**config.mk**
```make
export PLATFORM = sky130hd
export DESIGN_NAME = sbs_out
export DESIGN_NICKNAME = d
export VERILOG_FILES = /design/src/rtl/core/sbs_pkg.sv /design/src/rtl/core/sbs_out.sv
export SDC_FILE = /design/constraint.sdc
export NUM_CORES = 1
export LEC_CHECK = 0
export ABC_AREA = 1
export BUFFER_PORTS_ARGS = -buffer_cell sky130_fd_sc_hd__buf_2
export CAP_MARGIN = 20
export CORE_MARGIN = 2
export CORE_UTILIZATION = 44
export CTS_CLUSTER_SIZE = 8
export DETAILED_ROUTE_END_ITERATION = 10
export GPL_TIMING_DRIVEN = 0
export HOLD_SLACK_MARGIN = 0.02
export PLACE_DENSITY = 0.86
export SLEW_MARGIN = 20
export SYNTH_ARGS = -nofsm -noshare
export SYNTH_HDL_FRONTEND = slang
export SYNTH_SLANG_ARGS = --single-unit
export TNS_END_PERCENT = 1
```
**constraint.sdc**
```tcl
create_clock -name clk_i -period 1.63 [get_ports clk_i]
set_input_delay 0.326 -clock clk_i [delete_from_list [all_inputs] [get_ports clk_i]]
set_output_delay 0.326 -clock clk_i [all_outputs]
set_load 0.02 [all_outputs]
```
**src/rtl/core/sbs_pkg.sv**
```systemverilog
// Shared types and the per-probe decision for the sorted array binary search.
// No dependencies.
package sbs_pkg;

  typedef enum logic [2:0] {
    MODE_LOAD     = 3'd0,
    MODE_FIRST_EQ = 3'd1,
    MODE_LAST_EQ  = 3'd2,
    MODE_LOWER    = 3'd3,
    MODE_UPPER    = 3'd4
  } mode_e;

  localparam int unsigned KeyW   = 32;
  localparam int unsigned PosW   = 10;
  localparam int unsigned CountW = 11;

  typedef struct packed {
    mode_e                   mode;
    logic [PosW-1:0]         pos;
    logic signed [KeyW-1:0]  key;
  } item_t;

  typedef struct packed {
    logic take;
    logic go_left;
  } step_t;

  function automatic step_t decide(logic signed [KeyW-1:0] data,
                                   logic signed [KeyW-1:0] key, mode_e mode);
    step_t d;
    logic  lt;
    logic  eq;
    lt = data < key;
    eq = data == key;
    case (mode)
      MODE_FIRST_EQ: begin
        d.take    = eq;
        d.go_left = !lt;
      end
      MODE_LAST_EQ: begin
        d.take    = eq;
        d.go_left = !lt && !eq;
      end
      MODE_LOWER: begin
        d.take    = !lt;
        d.go_left = !lt;
      end
      default: begin
        d.take    = !lt && !eq;
        d.go_left = !lt && !eq;
      end
    endcase
    return d;
  endfunction

endpackage

```
**src/rtl/core/sbs_out.sv**
```systemverilog
// Output stage: resolve the last probe and hold the result word for the sink.
// Depends on sbs_pkg.
module sbs_out #(
  parameter int unsigned CW = 11
) (
  input  logic                            clk_i,
  input  logic                            rst_ni,
  input  logic                            adv_i,
  input  logic                            vld_i,
  input  sbs_pkg::item_t                  item_i,
  input  logic                            act_i,
  input  logic signed [CW:0]              res_i,
  input  logic signed [CW:0]              mid_i,
  input  logic signed [sbs_pkg::KeyW-1:0] data_i,
  output logic                            valid_o,
  output logic                            found_o,
  output logic [sbs_pkg::PosW-1:0]        pos_o
);

  sbs_pkg::step_t     dec;
  logic signed [CW:0] res_d;
  logic               valid_q, found_q;
  logic [sbs_pkg::PosW-1:0] pos_q;

  always_comb begin
    dec   = sbs_pkg::decide(data_i, item_i.key, item_i.mode);
    res_d = (act_i && dec.take) ? mid_i : res_i;
  end

  always_ff @(posedge clk_i) begin
    if (adv_i) begin
      found_q <= !res_d[CW];
      pos_q   <= res_d[CW] ? '0 : sbs_pkg::PosW'(res_d);
    end
  end

  always_ff @(posedge clk_i or negedge rst_ni) begin
    if (!rst_ni) begin
      valid_q <= 1'b0;
    end else if (adv_i) begin
      valid_q <= vld_i && (item_i.mode != sbs_pkg::MODE_LOAD);
    end
  end

  assign valid_o = valid_q;
  assign found_o = found_q;
  assign pos_o   = pos_q;

endmodule

```
==> impl_metrics.toml <==
[grt]
first_global_vias = 1838
grt_use_total_pct = 22.0
grt_overflow = 0
grt_max_degree = 14
grt_pass1_wl_um = 7320
antenna_found_initial = 0

[final_layout]
fillers = 254
final_common_cell = "buf_2"
layout_common_cells = "buf_2 (95), nand2_1 (40), inv_1 (32)"
drive_gt1_share_pct = 62.3
layoutNonFillerInstCount = 398
area_growth_pct = 77.9
diodes = 0
finalNetCount = 489

[placement]
place_congestion = 0.810
dp_hpwl_um = 3310
placedCellCount = 387
io_buffers = 105

[logic_synthesis]
syn-cell-area_mm2 = 0.00162
yosysTopAreaCellShare_pct = 24.7
ys.warnings.count = 0
avgSynthCellArea_um2 = 6.91
ys_seq_area_share_pct = 22.0
syn_inst = 234
syn_nets = 372
synth_cell_types = 21
ys_ff_latch = 12
synth.area.top_cells = "ha_1 (25%), edfxtp_1 (20%), nand2_1 (16%)"
yosys.area.top_type = "ha_1"

[setup_path]
crit_path_end = "pos_o[3]"
r2r_end = "valid_o"
r2r_start = "valid_o"
required_ns = 1.64
worst-setup-path-type = "input pin to register"
worstRegToRegCells = 2
endpoint_kind = "register"
arrival_ns = 2.10
start_kind = "input pin"
worstPathMaxFanout = 5
ff2ff_setup_slack_ns = 0.93
cp-startpoint = "item_i[31]"

[sta]
tightest_slew_ns = 0.476
setup_tns_ns = -4.76
period_minus_slack_ns = 2.09
setup_viol = 11
slew_violations = 0
skew_ns = 0
hold_viol = 0
timing.final.ws_setup_ns = -0.460
period_share_pct = 128
slew_headroom_pct = 67.9
rsz0062_at_grt = "true"
fmax_mhz = 478
hold_ws_ns = 0.396

[die]
num_io_pins = 118
die_w_um = 64.6
initial_utilization_pct = 44.9
rows = 22
dieArea_mm2 = 0.00418
chipHeight_um = 64.6
coreArea_mm2 = 0.00361

[status]
failed_checks = "setup timing"
status = "finished, violations left"

[clock_tree]
cts_tree = "done"
cts-root-buf = "clkbuf_8"
ctsLongestPathBuffers = 2
clk_pin_slew_ns = 0.06
clock_sinks = 12
cts_max_level = 1
numCtsBuffers = 3
clock_latency_ns = 0.24

[detailed_routing]
drt_iter0_markers = 81
drc_errors = 0
num_vias = 1905
firstDrtPassIters = 4
avgRoutedWirePerCell_um = 11.9
ant_nets = 0
wirelength_um = 4760
viasPerCell = 4.79

[power_and_ir_drop]
power.leakage_uw = 0.00155
peakVddDrop_mv = 0.272
pwr_density_cell_mw_per_mm2 = 514
total_power_uw = 1480

[min_path]
hold_class = "input pin to async pin"

[run]
maxCapViolCount = 0
==> synthesized netlist by cell type, drive strengths merged <==
cell type and count:
a21o 1, o21ai 5, nand4 2, a21boi 1, buf 4, a21oi 14, nor3 2, edfxtp 11
inv 57, o311ai 1, o21a 2, nand2 72, ha 32, nand3 19, nor2 10, dfrtp 1
==> area by class of cell <==
| cell class | count | area (um^2) | share of cell area (%) |
|---|---|---|---|
| Tap cell | 48 | 60.1 | 2.09 |
| Multi-Input combinational cell | 161 | 1490 | 51.7 |
| Clock buffer | 4 | 55.1 | 1.91 |
| Buffer | 4 | 45.0 | 1.57 |
| Sequential cell | 12 | 355 | 12.3 |
| Timing Repair Buffer | 112 | 654 | 22.7 |
| Inverter | 57 | 219 | 7.61 |
==> timing repair <==
item                                    CTS  global route
resized for setup                        76            49
pin swaps                                56            45
buffers inserted                          3             0
endpoints found under the setup margin   11            11
cloned                                    3             0
hold buffers                              1             0
endpoints found under the hold margin     1             0
==> state kept, by name, summed over array words and instances (netlist names) <==
register,cells
found_o,1
valid_o,1
pos_o,10
==> worst min path at each step <==
stage | depth (start not counted) | slack [ns] | to | startpoint
2_1_floorplan | 0 | 0.03 | valid_o | rst_ni
3_3_place_gp | 1 | 0.10 | valid_o | rst_ni
3_5_place_dp | 1 | 0.10 | valid_o | rst_ni
4_1_cts | 2 | 0.39 | valid_o | rst_ni
5_1_grt | 2 | 0.40 | valid_o | rst_ni
6_report | 2 | 0.40 | valid_o | rst_ni
==> cells by family (layout without fill, tap and decap cells) <==
logic type	after synthesis	after routing	share of synthesized area, %
AOI/OAI and AO/OA	24	24	8.97
adders and majority gates	32	32	24.7
buffers and inverters	61	177	15.5
DFF	12	12	22.0
and+or+nand+nor	105	105	28.8
==> stage by stage <==
step / setup slack, ns / utilization, % / cell area (um^2)
after global routing: -0.543 / 79.8 / 2880
after floorplan: -0.432 / - / 1620
after global placement: -0.656 / 61.2 / 2210
after CTS: -0.428 / 74.3 / 2680
final: -0.460 / 79.8 / 2880
after detailed placement: -0.772 / 61.2 / 2210
==> critical path, stage by stage <==
cell	delay [ns]
buf_2	0.11
inv_2	0.07
ha_4	0.21
a21oi_1	0.15
o21a_1	0.15
nand2_1	0.06
a21oi_2	0.14
buf_4	0.14
nand3_4	0.08
nand3_2	0.10
nand3_4	0.12
nand3_2	0.12
nand2_4	0.07
buf_6	0.14
nand2_4	0.07
inv_2	0.03
==> where the power goes <==
part | total, uW | switching (uW) | leakage [uW] | internal, uW
registers | 385 | 8.93 | 0.000118 | 376
clock network | 326 | 113 | 0.0000288 | 213
logic | 766 | 399 | 0.00140 | 368
==> metal layers <==
layer / vias up / routed length (um) / GRT usage [%] / share of wire (%)
met2: 75 / 2670 / 43.1 / 56
li1: 968 / - / - / -
met5: - / 0 / 0 / 0
met1: 848 / 1660 / 22.7 / 35
met4: 0 / 149 / 10.6 / 3.1
met3: 14 / 275 / 3.13 / 5.8
No activity file was read; power rests on OpenSTA's default activity.
